==> src/hdl/bals_pkg.sv <==
// Types, codes and default sizes shared by the allocator modules.
package bals_pkg;

  localparam int DEF_ARENA_BYTES  = 65536;
  localparam int DEF_LEDGER_SLOTS = 16;
  localparam int DEF_ALIGN_LIMIT  = 4096;

  localparam logic CMD_ALLOC = 1'b0;
  localparam logic CMD_FREE  = 1'b1;

  typedef enum logic [1:0] {
    ST_OK      = 2'd0,
    ST_INVALID = 2'd1,
    ST_RANGE   = 2'd2,
    ST_NOMEM   = 2'd3
  } status_t;

  typedef struct packed {
    logic        cmd;
    logic [15:0] align;
    logic [23:0] size;
    logic [15:0] ptr_offset;
    logic        ptr_null;
  } req_t;

  typedef struct packed {
    status_t     status;
    logic [15:0] offset;
    logic [16:0] watermark;
    logic [4:0]  live_count;
  } rsp_t;

  typedef struct packed {
    logic load;
    logic exec;
  } ctl_t;

endpackage

==> src/hdl/bals_ctrl.sv <==
// Request sequencer: captures a request, then runs it once the result register is free.
module bals_ctrl import bals_pkg::*; (
  input  logic clk,
  input  logic rst,
  input  logic req_valid,
  output logic req_stall,
  output logic rsp_valid,
  input  logic rsp_stall,
  output ctl_t ctl
);

  typedef enum logic {
    S_IDLE,
    S_EXEC
  } state_t;

  state_t state;
  logic   rsp_free;

  assign rsp_free  = !rsp_valid || !rsp_stall;
  assign req_stall = (state != S_IDLE);
  assign ctl.load  = req_valid && (state == S_IDLE);
  assign ctl.exec  = (state == S_EXEC) && rsp_free;

  always_ff @(posedge clk) begin
    if (rst) begin
      state     <= S_IDLE;
      rsp_valid <= 1'b0;
    end else begin
      unique case (state)
        S_IDLE: begin
          if (req_valid) begin
            state <= S_EXEC;
          end
        end
        S_EXEC: begin
          if (rsp_free) begin
            state <= S_IDLE;
          end
        end
        default: begin
          state <= S_IDLE;
        end
      endcase
      if (ctl.exec) begin
        rsp_valid <= 1'b1;
      end else if (rsp_valid && !rsp_stall) begin
        rsp_valid <= 1'b0;
      end
    end
  end

endmodule

==> src/hdl/bals_dp.sv <==
// Datapath: bump pointer, slot ledger, request and result registers.
module bals_dp import bals_pkg::*; #(
  parameter int ARENA_BYTES  = DEF_ARENA_BYTES,
  parameter int LEDGER_SLOTS = DEF_LEDGER_SLOTS,
  parameter int ALIGN_LIMIT  = DEF_ALIGN_LIMIT
) (
  input  logic clk,
  input  logic rst,
  input  ctl_t ctl,
  input  req_t req_in,
  output rsp_t rsp
);

  localparam int BP_W  = $clog2(ARENA_BYTES + 1);
  localparam int SUM_W = ((BP_W > 24) ? BP_W : 24) + 2;
  localparam int IDX_W = (LEDGER_SLOTS > 1) ? $clog2(LEDGER_SLOTS) : 1;
  localparam int CNT_W = $clog2(LEDGER_SLOTS + 1);
  localparam int LC_W  = (CNT_W > 5) ? CNT_W : 5;
  localparam logic [SUM_W-1:0] ARENA_TOP = SUM_W'(ARENA_BYTES);
  localparam logic [16:0]      ALIGN_MAX = 17'(ALIGN_LIMIT);

  req_t                    req_q;
  logic [BP_W-1:0]         bump;
  logic [BP_W-1:0]         bump_next;
  logic [LEDGER_SLOTS-1:0] live;
  logic [LEDGER_SLOTS-1:0] live_next;
  logic [CNT_W-1:0]        count;
  logic [CNT_W-1:0]        count_next;
  logic [15:0]             slot_off [LEDGER_SLOTS];

  logic [SUM_W-1:0] a_mask;
  logic [SUM_W-1:0] base;
  logic [SUM_W-1:0] top_addr;
  logic [SUM_W-1:0] sz_ext;
  logic [SUM_W-1:0] wm_ext;
  logic [LC_W-1:0]  cnt_ext;
  logic             align_ok;
  logic             free_found;
  logic [IDX_W-1:0] free_idx;
  logic             hit_found;
  logic [IDX_W-1:0] hit_idx;
  logic             ok_alloc;
  logic             ok_free;
  status_t          st;
  rsp_t             rsp_next;

  assign a_mask   = SUM_W'(req_q.align) - SUM_W'(1);
  assign sz_ext   = SUM_W'(req_q.size);
  assign base     = (SUM_W'(bump) + a_mask) & ~a_mask;
  assign top_addr = base + sz_ext;
  assign align_ok = (req_q.align != '0) && ({1'b0, req_q.align} <= ALIGN_MAX) &&
                    ((req_q.align & (req_q.align - 16'd1)) == '0);

  always_comb begin
    free_found = 1'b0;
    free_idx   = '0;
    hit_found  = 1'b0;
    hit_idx    = '0;
    for (int i = LEDGER_SLOTS - 1; i >= 0; i--) begin
      if (!live[i]) begin
        free_found = 1'b1;
        free_idx   = IDX_W'(i);
      end
      if (live[i] && (slot_off[i] == req_q.ptr_offset)) begin
        hit_found = 1'b1;
        hit_idx   = IDX_W'(i);
      end
    end
  end

  always_comb begin
    st = ST_OK;
    if (req_q.cmd == CMD_ALLOC) begin
      priority if (!align_ok || (req_q.size == '0)) begin
        st = ST_INVALID;
      end else if (sz_ext > ARENA_TOP) begin
        st = ST_RANGE;
      end else if (top_addr > ARENA_TOP) begin
        st = ST_NOMEM;
      end else if (!free_found) begin
        st = ST_NOMEM;
      end else begin
        st = ST_OK;
      end
    end else begin
      priority if (req_q.ptr_null || !hit_found) begin
        st = ST_INVALID;
      end else begin
        st = ST_OK;
      end
    end
  end

  assign ok_alloc = (req_q.cmd == CMD_ALLOC) && (st == ST_OK);
  assign ok_free  = (req_q.cmd == CMD_FREE) && (st == ST_OK);

  always_comb begin
    live_next  = live;
    bump_next  = bump;
    count_next = count;
    if (ok_alloc) begin
      live_next[free_idx] = 1'b1;
      bump_next           = top_addr[BP_W-1:0];
      count_next          = count + CNT_W'(1);
    end else if (ok_free) begin
      live_next[hit_idx] = 1'b0;
      count_next         = count - CNT_W'(1);
    end
  end

  assign wm_ext  = SUM_W'(bump_next);
  assign cnt_ext = LC_W'(count_next);

  always_comb begin
    rsp_next.status     = st;
    rsp_next.offset     = ok_alloc ? base[15:0] : 16'd0;
    rsp_next.watermark  = wm_ext[16:0];
    rsp_next.live_count = cnt_ext[4:0];
  end

  always_ff @(posedge clk) begin
    if (rst) begin
      bump  <= '0;
      live  <= '0;
      count <= '0;
    end else if (ctl.exec) begin
      bump  <= bump_next;
      live  <= live_next;
      count <= count_next;
    end
  end

  always_ff @(posedge clk) begin
    if (ctl.load) begin
      req_q <= req_in;
    end
    if (ctl.exec) begin
      rsp <= rsp_next;
      if (ok_alloc) begin
        slot_off[free_idx] <= base[15:0];
      end
    end
  end

endmodule

==> src/hdl/bump_allocator_with_slot_ledger_unit.sv <==
// Top level of the bump-pointer arena allocator with a live-slot ledger.
// Each request is first captured in the request register and then evaluated: the
// watermark is rounded to the alignment, the arena bound checked, the ledger searched
// (all slots compared in parallel) and state and the result register updated. A new
// request is taken only on the cycle after the last evaluation; a result waiting in
// the result register holds up only the evaluation of the next request. Ledger
// offsets need no clearing after reset: only live slots are compared.
module bump_allocator_with_slot_ledger_unit import bals_pkg::*; #(
  parameter int ARENA_BYTES  = DEF_ARENA_BYTES,
  parameter int LEDGER_SLOTS = DEF_LEDGER_SLOTS,
  parameter int ALIGN_LIMIT  = DEF_ALIGN_LIMIT
) (
  input  logic clk,
  input  logic rst,
  input  logic req_valid,
  output logic req_stall,
  input  req_t req,
  output logic rsp_valid,
  input  logic rsp_stall,
  output rsp_t rsp
);

  ctl_t ctl;

  bals_ctrl u_ctrl (
    .clk       (clk),
    .rst       (rst),
    .req_valid (req_valid),
    .req_stall (req_stall),
    .rsp_valid (rsp_valid),
    .rsp_stall (rsp_stall),
    .ctl       (ctl)
  );

  bals_dp #(
    .ARENA_BYTES  (ARENA_BYTES),
    .LEDGER_SLOTS (LEDGER_SLOTS),
    .ALIGN_LIMIT  (ALIGN_LIMIT)
  ) u_dp (
    .clk    (clk),
    .rst    (rst),
    .ctl    (ctl),
    .req_in (req),
    .rsp    (rsp)
  );

endmodule

==> config.mk <==
export PLATFORM = sky130hd
export DESIGN_NAME = bump_allocator_with_slot_ledger_unit
export DESIGN_NICKNAME = d
export VERILOG_FILES = /design/src/hdl/bals_pkg.sv /design/src/hdl/bals_ctrl.sv /design/src/hdl/bals_dp.sv /design/src/hdl/bump_allocator_with_slot_ledger_unit.sv
export SDC_FILE = /design/constraint.sdc
export NUM_CORES = 1
export LEC_CHECK = 0
export BUFFER_PORTS_ARGS = -buffer_cell sky130_fd_sc_hd__buf_2
export CAP_MARGIN = 20
export CORE_MARGIN = 2
export CORE_UTILIZATION = 62
export CTS_CLUSTER_DIAMETER = 30
export DETAILED_ROUTE_END_ITERATION = 12
export GPL_TIMING_DRIVEN = 0
export PLACE_DENSITY_LB_ADDON = 0.2
export RECOVER_POWER = 25
export SLEW_MARGIN = 30
export SYNTH_ARGS = -nofsm -noshare
export SYNTH_HDL_FRONTEND = slang
export SYNTH_SLANG_ARGS = --single-unit
==> constraint.sdc <==
create_clock -name clk -period 9.1 [get_ports clk]
set_input_delay 0.91 -clock clk [delete_from_list [all_inputs] [get_ports clk]]
set_output_delay 0.91 -clock clk [all_outputs]
set_load 0.02 [all_outputs]
==> results.md, run 1 <==
* Status: complete, but fails checks
* Failing checks: max-capacitance violations, max-slew violations
* Total Routing Usage GR at 0.3532
* Filler cell count at 2054
* R2R Path End: u_dp.slot_off[10][9]
* GRT Residual Overflow at 0
* Worst hold endpoint: u_dp.req_q[46]
* Synth Cell Area at 20270 um2
* Normalized max-slew margin at -0.2073
* Routability cong. at 0.9598
* Setup-failing EPs final at 0
* Max Slew Vio Count at 46
* Fin nets at 2005
* Clk sinks at 394
* Area Overhead vs Synth at 20.78%
* WS Path Type: flop to flop
* Worst-Margin Slew at around 1.8 ns
* DRC Markers at 0
* Ratio of cells with drive above 1 in the final layout at 0.1814
* Hold_sp: req[46]
* Number of max-cap violations at 3
* Post-CTS setup buffers at 0
* Mapped Cells at 1664
* Die W at 184.8 um
* I/O Pins at 104
* Number of global-route vias before repair at 14.93k
* DP Area at ~22000 um2
* Largest net degree at the start of global routing at 28
* Worst Skew at 0.02838 ns
* Crit end category: flop
* Synth Area in Adders at 0.04149
* Antenna violations before repair at 1
* Worst setup SP type: flop
* Largest family of logic cells by synthesized area: simple AND/OR/NAND/NOR gates
* Final std cells w/o fill at about 2.4k
* Crit path DAT at ~8.7 ns
* Crit path required time at 9.30 ns
* Worst Hold Class: primary input to flop
* Final ANT Viol Nets at 0
* Clock insertion delay at the later pin of the skew report at approximately 0.60 ns
* Depth of the worst hold-timing path at 1
* First-pass GRT wire length at 87600 um
* Sequential share of the synthesized area at 0.5641
* Vias per cell at 6.348
* Mux cell area share after synthesis at 0.002778
* Pre-antenna DRT Iters at 6
* Iter 0 DRT Violations at 1853
* Final worst path period need at 8.477 ns
* Post-synth ARST share at 0
* Reg clk slew, reported paths at 0.05 ns
* Core footprint at 32370 um2
* Max VDD drop at 0.1710 mV
* Yosys top cell by area: edfxtp_1
* Ys Warns at 0
* Synth Area in Compound Gates at 0.08255
* Mapped Avg Cell Area at 12.18 um2
* Crit-path max FO at 17
* Final HPWL DP at 40310 um
* RSZ-0062 raised after global routing: no
* Largest cells by area after synthesis: edfxtp_1 52%, xnor2_1 6.4%, xor2_1 6.1%, dfxtp_1 4.0%, ha_1 4.0%
* Die area at between 30000 and 40000 um2
* #FFs+latches synth at 394
* DP Cell Count at 2241
* Hold WS at between 0.4 and 0.5 ns
* H-tree levels at 3
* EDFF count, synth at 354
* Post-CTS Hold Fix Bufs at 0
* Reg-to-reg slack, setup at 0.62 ns
* Initial Utilization at 0.6260
* Resized cells post-CTS at 0
* Simple-gate share of the synthesized area at 0.1614
* Static Leak at 8.593 nW
* Die Span Y at around 180 um
* Clock root buffer: clkbuf_16
* Total Wirelength at 59560 um
* PD cells at 220.2 nW/um2
* Max clock buf depth at 3
* Synth top area share at 0.5245
* I/O Buffers at around 100
* Final std cell area, no fill at 24480 um2
* Area occupied by registers at 11430 um2
* Wire per inst at 24.98 um
* FF-to-FF path depth at 27
* Final Hold Viols at 0
* Crit share post-route at 0.9315
* Synth Flop Type: edfxtp_1
* CTS tree: built
* Fraction of synthesized cell area in xor and xnor cells at 0.1257
* Row cnt at 66
* Worst r2r src: u_dp.req_q[41]
* Inserted Clock Buffers at 76
* Area of the multi-input gates at between 8000 and 9000 um2
* Fmax achieved at 118.0 MHz
* Distinct cells, synth at 94
* Via count at 15.13k
## worst max-delay path by stage
stage                         startpoint                     to  cells past startpoint
final                     u_dp.req_q[41]   u_dp.slot_off[10][9]                     27
after global routing      u_dp.req_q[41]   u_dp.slot_off[10][8]                     27
after CTS                 u_dp.req_q[41]   u_dp.slot_off[10][9]                     27
after detailed placement  u_dp.req_q[41]  u_dp.slot_off[10][14]                     27
after global placement    u_dp.req_q[41]    u_dp.slot_off[1][8]                     24
after floorplan           u_dp.req_q[41]    u_dp.slot_off[0][0]                     25
## flip-flops by register name, indices dropped and copies added (netlist names)
register,cells
u_dp.req_q,58
u_dp.rsp,40
u_ctrl.rsp_valid,1
u_dp.live,16
u_dp.slot_off,256
u_ctrl.req_stall,1
u_dp.bump,17
u_dp.count,5
## logic make-up (layout without fill, tap and decap cells)
group                    count (synthesis)  count (layout)
AND/OR/NAND/NOR                        580             580
flip-flops                             394             394
XOR/XNOR                               290             290
AO/OA/AOI/OAI                          233             233
buffers and inverters                   95             368
adder cells (fa/ha/maj)                 66              66
multiplexers                             5               5
other                                    1               6
## final cells by class
type | instances | share of cell area
Inverter | 42 | 0.006492
Antenna cell | 2 | 0.0002045
Clock buffer | 89 | 0.08358
Clock inverter | 52 | 0.02546
Multi-Input combinational cell | 1178 | 0.3503
Timing Repair Buffer | 132 | 0.03272
Buffer | 53 | 0.01160
Sequential cell | 394 | 0.4670
Tap cell | 442 | 0.02259
## synth_stat cells, types with 4 or more instances
cell type and count:
edfxtp_1 354, xnor2_1 149, xor2_1 140, nand2_1 132, nor2_1 74, nor4_1 69, a21oi_1 66, ha_1 64
nand3_1 46, nor3_1 43, dfxtp_1 40, nand4_1 40, inv_1 39, o21ai_0 37, buf_2 31, o21a_1 27
or4_1 23, nand2b_1 21, a21o_1 18, nand4b_1 18, clkbuf_1 14, and2_1 13, and3_1 13, nor2b_1 12
or3_1 12, o211ai_1 9, nor3_2 8, a21boi_0 7, nand3b_1 7, or2_0 7, a211oi_1 5, a211oi_2 5
buf_6 5, nor3b_1 5, or4b_2 5, a21oi_2 4, a221oi_1 4, o21bai_1 4, or2_2 4
## critical path: stages, from the launching register on
cell and delay (ns):
edfxtp_1 0.46, or3_1 0.43, or3_1 0.37, nor3_1 0.37, inv_1 0.11, or3_1 0.33, ha_1 0.28, inv_1 0.15
ha_1 0.30, and4_1 0.22, a221oi_1 0.39, o21bai_1 0.11, a21oi_1 0.19, o21bai_1 0.13, xnor2_1 0.29, nor2_4 0.15
buf_16 0.20, ha_1 0.40, nand2_1 0.10, or4_1 0.48, o21ai_2 0.22, o21ai_0 0.13, a221oi_1 0.27, and4b_1 0.35
o2111a_2 0.32, nand3_4 0.21, buf_6 0.30, nor3_4 0.76
## layer usage
| metal | global-route usage | share of wire |
|---|---|---|
| met2 | 0.5853 | 0.48 |
| met3 | 0.06646 | 0.094 |
| met5 | 0 | 0 |
| met4 | 0.2041 | 0.059 |
| met1 | 0.4354 | 0.37 |
## through the flow
step | TNS [ns] | power [W] | setup WS [ns] | util
after floorplan | 0 | 0.002343 | 1.490 | -
after global placement | -237.16 | 0.002498 | -1.288 | 0.6594
after detailed placement | 0 | 0.002531 | 0.8755 | 0.6768
after CTS | 0 | 0.005400 | 0.7385 | 0.7593
after global routing | 0 | 0.005516 | 0.1990 | 0.7560
final | 0 | 0.005389 | 0.6235 | 0.7561
## cell usage in the layout (no fill, tap or decap), types with 21 or more instances in the layout
| cell type | netlist | layout |
|---|---|---|
| a21oi_1 | 66 | 66 |
| buf_2 | 31 | 106 |
| clkbuf_1 | 14 | 53 |
| clkbuf_16 | 0 | 80 |
| dfxtp_1 | 40 | 40 |
| edfxtp_1 | 354 | 354 |
| ha_1 | 64 | 64 |
| inv_1 | 39 | 39 |
| nand2_1 | 132 | 132 |
| nand2b_1 | 21 | 21 |
| nand3_1 | 46 | 46 |
| nand4_1 | 40 | 40 |
| nor2_1 | 74 | 67 |
| nor3_1 | 43 | 33 |
| nor4_1 | 69 | 69 |
| o21a_1 | 27 | 27 |
| o21ai_0 | 37 | 37 |
| or4_1 | 23 | 23 |
| xnor2_1 | 149 | 149 |
| xor2_1 | 140 | 140 |
## where the power goes
part	internal, W	total, W	switching (W)
Combinational	0.000150	0.000475	0.000325
Clock	0.00189	0.00288	0.000990
Sequential	0.00201	0.00203	0.0000161
Total	0.00406	0.00539	0.00133
Power figures use the tool's default switching activity.
==> inputs of run 2 (changes only) <==
MAX_ROUTING_LAYER = met4   (was unset)
==> run 2 against run 1 <==
The run still ends with max-capacitance violations, max-slew violations left. First-iteration DRC count down 16%. Sequential cell count did not move. Sequential share of layout area shrank 0.20 points. Fmax rose by 1.6%. Critical endpoint is now u_dp.slot_off[7][10]. Largest cell class unchanged.
==> results.md, run 2 (synthesized netlist as in run 1, its figures left out) <==
* RSZ-0062 raised after global routing: no
* Die W at 184.8 um (unchanged)
* Final std cell area, no fill at 24580 um2 (+0.43%)
* Worst Hold Class: flop to flop
* First-pass GRT wire length at 87880 um (+0.32%)
* DRC Markers at 0 (unchanged)
* Normalized max-slew margin at -0.1773 (+0.02999)
* Post-CTS setup buffers at 0 (unchanged)
* I/O Pins at 104 (unchanged)
* Static Leak at 8.600 nW (about the same)
* Number of max-cap violations at 1 (-2)
* Initial Utilization at 0.6260 (unchanged)
* Crit path required time at 9.30 ns (about the same)
* Most flop-heavy register: u_dp.slot_off
* Clock root buffer: clkbuf_16
* Worst Skew at 0.02428 ns (-0.004098 ns)
* Commonest non-fill, non-tap cell in the layout: edfxtp_1
* Row cnt at 66 (unchanged)
* Pre-antenna DRT Iters at 6 (unchanged)
* Slowest cell on crit path: nor3_4
* Fmax achieved at 119.8 MHz (+1.6%)
* Inserted Clock Buffers at 78 (+2.6%)
* Reg-to-reg slack, setup at 0.76 ns (+0.13 ns)
* Comb pwr share at 0.086 (-0.002)
* Final std cells w/o fill at 2385 (+0.042%)
* DP Area at 21930 um2 (about the same)
* Clk sinks at 394 (unchanged)
* Worst hold endpoint: u_dp.bump[13]
* Die Span Y at 184.8 um (unchanged)
* Wire per inst at 24.50 um (-1.9%)
* PD cells at 222.7 nW/um2 (+1.1%)
* CP bufs+invs at 3 (-1)
* Crit-path max FO at 17 (unchanged)
* Post-CTS Hold Fix Bufs at 0 (unchanged)
* Failing checks: max-capacitance violations, max-slew violations
* Core footprint at 32370 um2 (unchanged)
* Worst-Margin Slew at 1.765 ns (-0.04496 ns)
* Die area at 34150 um2 (unchanged)
* GRT Residual Overflow at 0 (unchanged)
* Routability cong. at 0.9879 (+2.9%)
* Total Routing Usage GR at 0.3632 (+0.01004)
* I/O Buffers at 103 (unchanged)
* Area Overhead vs Synth at 21.30%
* H-tree levels at 3 (unchanged)
* Max VDD drop at 0.2375 mV (+39%)
* DP Cell Count at 2240 (-0.045%)
* Worst path max stage delay at 0.74 ns (-0.02 ns)
* Worst setup SP type: flop
* Pre-CTS WS at 0.9773 ns (+0.1019 ns)
* Clock power share at 0.543 (+0.008)
* Ratio of cells with drive above 1 in the final layout at 0.1755 (-0.005941)
* Via count at 14.96k (-1.1%)
* Antenna violations before repair at 0 (-1)
* Largest net degree at the start of global routing at 28 (unchanged)
* Status: complete, but fails checks
* Hold WS at 0.4865 ns (-0.005377 ns)
* Internal Pwr Total at 0.004160 W (+2.5%)
* Number of global-route vias before repair at 15.00k (+0.46%)
* Max clock buf depth at 3 (unchanged)
* Top delay family on crit path: simple AND/OR/NAND/NOR gates
* Final worst path period need at 8.344 ns (-0.1323 ns)
* Net switching power at 0.001314 W (-1.3%)
* Crit share post-route at 0.9169 (-0.01454)
* Regs by FF count: u_dp.slot_off: 256 flops, u_dp.req_q: 58 flops, u_dp.rsp: 40 flops
* R2R Path End: u_dp.slot_off[7][10]
* Total Wirelength at 58430 um (-1.9%)
* Filler cell count at 2074 (+0.97%)
* Final ANT Viol Nets at 0 (unchanged)
* Most frequent cells in the layout: 354 x edfxtp_1, 149 x xnor2_1, 140 x xor2_1
* Iter 0 DRT Violations at 1556 (-16%)
* Diode count at 0 (-2)
* Crit end category: flop
* Number of flip-flops in the largest register at 256 (unchanged)
* Hold_sp: u_dp.bump[13]
* Fin nets at 2006 (+0.050%)
* Max Slew Vio Count at 19 (-59%)
* Crit path DAT at 8.55 ns (-0.13 ns)
* Vias per cell at 6.272 (-1.2%)
* Depth of the worst hold-timing path at 2 (+1)
* Resized cells post-CTS at 0 (unchanged)
* Worst r2r src: u_dp.req_q[41]
* Reg power frac at 0.371 (-0.006)
* WS Path Type: flop to flop
* Setup-failing EPs final at 0 (unchanged)
* Final worst slack at 0.7558 ns (+0.1323 ns)
* Clock insertion delay at the later pin of the skew report at 0.60 ns (about the same)
* CTS tree: built
* Final Hold Viols at 0 (unchanged)
* Final HPWL DP at 39080 um (-3.1%)
* Reg clk slew, reported paths at 0.05 ns (about the same)
* Switching portion of total power at 0.2400 (-0.007066)
* FF-to-FF path depth at 26 (-3.7%)
[run 2: changes by cell type in the layout (fill, tap and decap cells not counted), sizes merged]
| cell | previous run | this run |
|---|---|---|
| bufinv | 9 | 10 |
| inv | 57 | 46 |
| clkinv | 20 | 23 |
| diode | 2 | 0 |
| clkinvlp | 8 | 12 |
| buf | 139 | 124 |
| clkbuf | 135 | 156 |
[run 2: worst max-delay path by stage]
| stage | start | to | depth (start not counted) |
|---|---|---|---|
| 2_1_floorplan | u_dp.req_q[41] | u_dp.slot_off[0][0] | 25 |
| 3_3_place_gp | u_dp.req_q[41] | u_dp.slot_off[1][3] | 24 |
| 3_5_place_dp | u_dp.req_q[41] | u_dp.slot_off[10][5] | 24 |
| 4_1_cts | u_dp.req_q[41] | u_dp.slot_off[10][4] | 24 |
| 5_1_grt | u_dp.req_q[41] | u_dp.slot_off[10][4] | 26 |
| 6_report | u_dp.req_q[41] | u_dp.slot_off[7][10] | 26 |
[run 2: stage by stage]
stage	util	total power, W	TNS [ns]
after detailed placement	0.6774	0.002528	0
after global placement	0.6594	0.002494	-225.99
final	0.7594	0.005474	0
after floorplan	-	0.002343	0
after global routing	0.7594	0.005604	0
after CTS	0.7631	0.005483	0
[run 2: routing by layer]
metal | global-route usage | part of all wire | up-vias | routed length, um
li1 | - | - | 6669 | -
met1 | 0.4382 | 0.37 | 7220 | 21660
met2 | 0.5783 | 0.48 | 849 | 27920
met3 | 0.05840 | 0.087 | 221 | 5086
met4 | 0.2216 | 0.064 | 0 | 3755
met5 | - | 0 | - | 0
[run 2: worst min-delay path, stage by stage (launching register included)]
cell     delay, ns
dfxtp_1       0.33
nand2_1       0.06
a21oi_1       0.05
[run 2: cell type report]
class,count,area (um2),area share
clock inverters,49,598.1,0.02433
clock buffers,96,2176,0.08851
inverters,42,158.9,0.006464
well taps,442,553.0,0.02250
multi-input cells,1178,8581,0.3491
plain buffers,53,284.0,0.01155
flip-flops and latches,394,11430,0.4650
repair buffers,131,800.8,0.03257
[run 2: power groups by stage]
stage / Clock (W) / Combinational (W) / Sequential, W
5_1_grt: 0.00307 / 0.000499 / 0.00203
2_1_floorplan: 0 / 0.000269 / 0.00207
4_1_cts: 0.00298 / 0.000473 / 0.00203
3_3_place_gp: 0 / 0.000427 / 0.00207
6_report: 0.00297 / 0.000472 / 0.00203
3_5_place_dp: 0 / 0.000467 / 0.00206
